--- config.mk ---
export PLATFORM = sky130hd
export DESIGN_NAME = cpl_mul
export DESIGN_NICKNAME = d
export VERILOG_FILES = /design/src/sv/cpl_pkg.sv /design/src/sv/cpl_mul.sv
export SDC_FILE = /design/constraint.sdc
export NUM_CORES = 2
export LEC_CHECK = 0
export BUFFER_PORTS_ARGS = -buffer_cell sky130_fd_sc_hd__buf_2
export CAP_MARGIN = 30
export CORE_UTILIZATION = 45
export DETAILED_ROUTE_END_ITERATION = 16
export GPL_ROUTABILITY_DRIVEN = 0
export PLACE_DENSITY = 0.69
export SYNTH_ARGS = -nofsm -noshare
export SYNTH_HDL_FRONTEND = slang
export SYNTH_SLANG_ARGS = --single-unit
--- constraint.sdc ---
create_clock -name clk -period 8.6 [get_ports clk]
set_clock_uncertainty 0.15 [all_clocks]
set_input_delay 1.72 -clock clk [delete_from_list [all_inputs] [get_ports clk]]
set_output_delay 1.72 -clock clk [all_outputs]
set_load 0.05 [all_outputs]
--- src/sv/cpl_pkg.sv ---
// Shared types and constants for the closest-approach line pipeline.
`default_nettype none

package cpl_pkg;

  // Limb width of the partial-product multipliers.
  localparam int LIMB_W = 32;

  // Latency of cpl_mul in cycles.
  localparam int MUL_LAT = 3;

  localparam int CEPS_W = 17;
  localparam int DEPS_W = 32;

  typedef enum logic [0:0] {
    CFG_COMPONENT_EPS   = 1'b0,
    CFG_DENOMINATOR_EPS = 1'b1
  } cfg_index_t;

  typedef enum logic [1:0] {
    ST_OK         = 2'd0,
    ST_SECOND_DEG = 2'd1,
    ST_FIRST_DEG  = 2'd2,
    ST_PARALLEL   = 2'd3
  } status_t;

endpackage

`default_nettype wire

--- src/sv/cpl_mul.sv ---
// Pipelined unsigned multiplier built from limb partial products.
`default_nettype none

module cpl_mul #(
  parameter int W = 33
) (
  input  logic           clk,
  input  logic           en,
  input  logic [W-1:0]   a,
  input  logic [W-1:0]   b,
  output logic [2*W-1:0] p
);
  import cpl_pkg::*;

  localparam int L  = LIMB_W;
  localparam int N  = (W + L - 1) / L;
  localparam int EW = N * L;
  localparam int RW = (N + 1) * L;

  logic [EW-1:0]    ax;
  logic [EW-1:0]    bx;
  logic [2*L-1:0]   pp [N][N];
  logic [RW-1:0]    row_sum [N];
  logic [RW-1:0]    row [N];
  logic [2*EW-1:0]  total;

  assign ax = EW'(a);
  assign bx = EW'(b);

  always_ff @(posedge clk) begin
    if (en) begin
      for (int i = 0; i < N; i++) begin
        for (int j = 0; j < N; j++) begin
          pp[i][j] <= ax[i*L +: L] * bx[j*L +: L];
        end
      end
    end
  end

  always_comb begin
    for (int i = 0; i < N; i++) begin
      row_sum[i] = '0;
      for (int j = 0; j < N; j++) begin
        row_sum[i] = row_sum[i] + (RW'(pp[i][j]) << (L * j));
      end
    end
  end

  always_ff @(posedge clk) begin
    if (en) begin
      for (int i = 0; i < N; i++) begin
        row[i] <= row_sum[i];
      end
    end
  end

  always_comb begin
    total = '0;
    for (int i = 0; i < N; i++) begin
      total = total + ((2*EW)'(row[i]) << (L * i));
    end
  end

  always_ff @(posedge clk) begin
    if (en) begin
      p <= total[2*W-1:0];
    end
  end

endmodule

`default_nettype wire

==> results.toml <==
[drt]
drtIter0Drc = 2314
routedWlPerCell_um = 18.99
dr_total_vias = 32270
ant_nets = 0
drtPass1Iterations = 5
routed_wl_um = 118400
drc_errors = 0
vias_per_cell = 5.176

[synthesis]
yosysSeqAreaShare_pct = 19.19
synth_top_family_by_area = "adder cells"
syn_nets = 5818
synthArstFlopShare_pct = 0
synth-simple-area-share_pct = 15.44
synth_xor_xnor_area_share_pct = 2.178
syn-cell-area_um2 = 45840
synth-edff-count = 293
synth_compound_area_share_pct = 5.688
yosysUniqueCellTypes = 79
synth.avg_cell_area_um2 = 10.13
yosysWarnings = 0
synth_ff_type = "edfxtp_1"
synth_fa_ha_area_share_pct = 48.17
synth.mux.area_fraction_pct = 0.06550
synth_cells = 4524
synth-seq-cells = 293

[clock_tree]
clockBufferDepth = 3
numCtsBuffers = 27
clock_latency_ns = 0.58
cts_tree = "yes"
clock-sinks = 293
cts.clk_slew.worst_paths_ns = 0.07
hold_buffers = 0
cts-root-buf = "clkbuf_16"
htreeDepth = 1

[grt]
overflow = 0
grt_max_degree = 125
grt_pass1_wl_um = 191800
antenna_found_initial = 8
grtUsageTotal_pct = 23.86
grt_pass1_vias = 35160

[setup_path]
cp_data_arrival_time_ns = 8.86
cp-end-kind = "flip-flop"
worst_r2r_endpoint = "row[0][64]"
crit_type = "in2reg"
rrSetupSlack_ns = 4.93
regToRegStartpoint = "pp[0][0]"
max_stage_delay_ns = 0.54
crit_required_ns = 8.75
cp_slowest_cell = "fa_1"
rr_worst_depth = 12
cp_common_cell = "fa_1"
critPathLaunchType = "primary input"
path_max_fanout = 5

[timing]
min_period_ns = 8.705
fin_tns_setup_ns = -0.1542
rsz0062_at_grt = "true"
setup_viol = 2
hold_viol = 0
final.period_utilization_pct = 101.2
max_slew.worst_pin.slew_ns = 0.9592
max_freq_mhz = 114.9
slew_violations = 0
slew_headroom_pct = 36.05
fin_ws_ns = -0.1053

[placement]
post-dp-hpwl_um = 99520
io_buffers = 133
post-place-ws_ns = -1.036

[floorplanning]
coreArea_um2 = 100600
die_w_um = 321.2
initial_core_util_pct = 45.58
ioPinCount = 134
die_area_um2 = 103200
die_y_um = 321.2
rows = 116

[run_status]
outcome = "finished, violations left"
violations = "negative setup slack"

[worst_hold_path]
whs_path_depth = 0
hp-start = "row[0][8]"
hold_class = "reg2reg"
holdPathEnd = "p[8]"

[final_layout]
nFillCells = 8796
final_common_cell = "inv_1"
drive_gt1_share_pct = 14.71
synthToLayoutAreaGrowth_pct = 13.74
nNetsFinal = 6151
final_cell_mix = "inv_1, fa_1, and2_1"

[job]
max-cap-violations = 0
## Yosys cell counts, types with 10 or more instances
library cell  instances  area (µm²)
a31oi_1              14       87.58
clkbuf_1            208       780.8
a211oi_1             12       90.09
nor3_1               20       100.1
and3_1               13       81.33
a21oi_1             135       675.7
nor2b_1              13       81.33
nand4_1              23       143.9
ha_1                328        4104
xnor2_1              80       700.7
a21o_1               66       495.5
and2_1              635        3973
o21ai_0              68       340.3
nand2b_1             10       62.56
nand3_1              23       115.1
inv_1               896        3363
o21bai_1             17       127.6
xor2_1               34       297.8
nor2_1               62       232.7
edfxtp_1            293        8798
nand2_1             540        2027
o21a_1               15       112.6
fa_1                898       17980
## worst max-delay path, delay by kind of cell
kind | cells | cell delay (ns)
XOR/XNOR | 1 | 0.11
AND/OR/NAND/NOR | 4 | 1.31
adder cells (fa/ha/maj) | 9 | 4.27
AO/OA/AOI/OAI | 5 | 0.98
buffers and inverters | 6 | 0.47
## layout make-up
class	instances	area [µm²]	area share, %
clock inverter	17	138.9	0.2663
inverter	896	3363	6.450
tap	1357	1698	3.256
timing repair buffer	522	4180	8.017
clock buffer	29	683.2	1.310
multi-input combinational	3117	33270	63.81
antenna	3	7.507	0.01440
sequential	293	8798	16.87
## sequential cells by signal (all words and copies together) (netlist names)
register and count:
p 66, pp 129, row 98
## cell families (layout without fill, tap and decap cells)
kind of cell / count (synthesis) / in the layout
buffers and inverters: 1114 / 1464
and+or+nand+nor: 1370 / 1370
xor gates and xnor gates: 114 / 114
other: 0 / 3
muxes: 3 / 3
AOI/OAI and AO/OA: 404 / 404
DFF: 293 / 293
adders and majority gates: 1226 / 1226
## layer usage
metal	vias to the layer above	part of all wire, %	GRT usage [%]
met5	-	0.048	0
met4	8	3.9	8.656
met3	228	6.6	3.155
met2	1022	48	40.01
met1	16520	41	31.68
li1	14490	-	-
## how the worst max path moves through the flow
| stage | startpoint | to | slack (ns) | cells after the start |
|---|---|---|---|---|
| floorplan | b[22] | pp[0][96] | -0.35 | 26 |
| CTS | b[24] | pp[0][96] | -0.08 | 26 |
| global placement | b[8] | pp[0][96] | -0.95 | 24 |
| finish | b[11] | pp[0][96] | -0.11 | 25 |
| detailed placement | b[10] | pp[0][96] | -1.04 | 24 |
| global route | b[17] | pp[0][96] | -0.28 | 24 |
## timing repair
action | in CTS | in global routing
gates resized for setup | 151 | 117
pin swaps | 53 | 62
gates cloned | 1 | 0
setup endpoints to repair | 19 | 24
buffers inserted | 13 | 4
## metrics by stage
stage                     util (%)  std cells  instance area (µm²)  hold slack, ns
final                        51.84       6234                52140          0.2607
after global placement       50.00       6168                50290          0.2503
after CTS                    51.41       6228                51700          0.2653
after floorplan                  -       4524                46060          0.2503
after detailed placement     50.00       6168                50290          0.2545
after global routing         51.84       6232                52140          0.2622
Power is left out: the tool's default activity adds up to more than one toggle a clock period on the data nets, which glitch-free logic cannot reach.
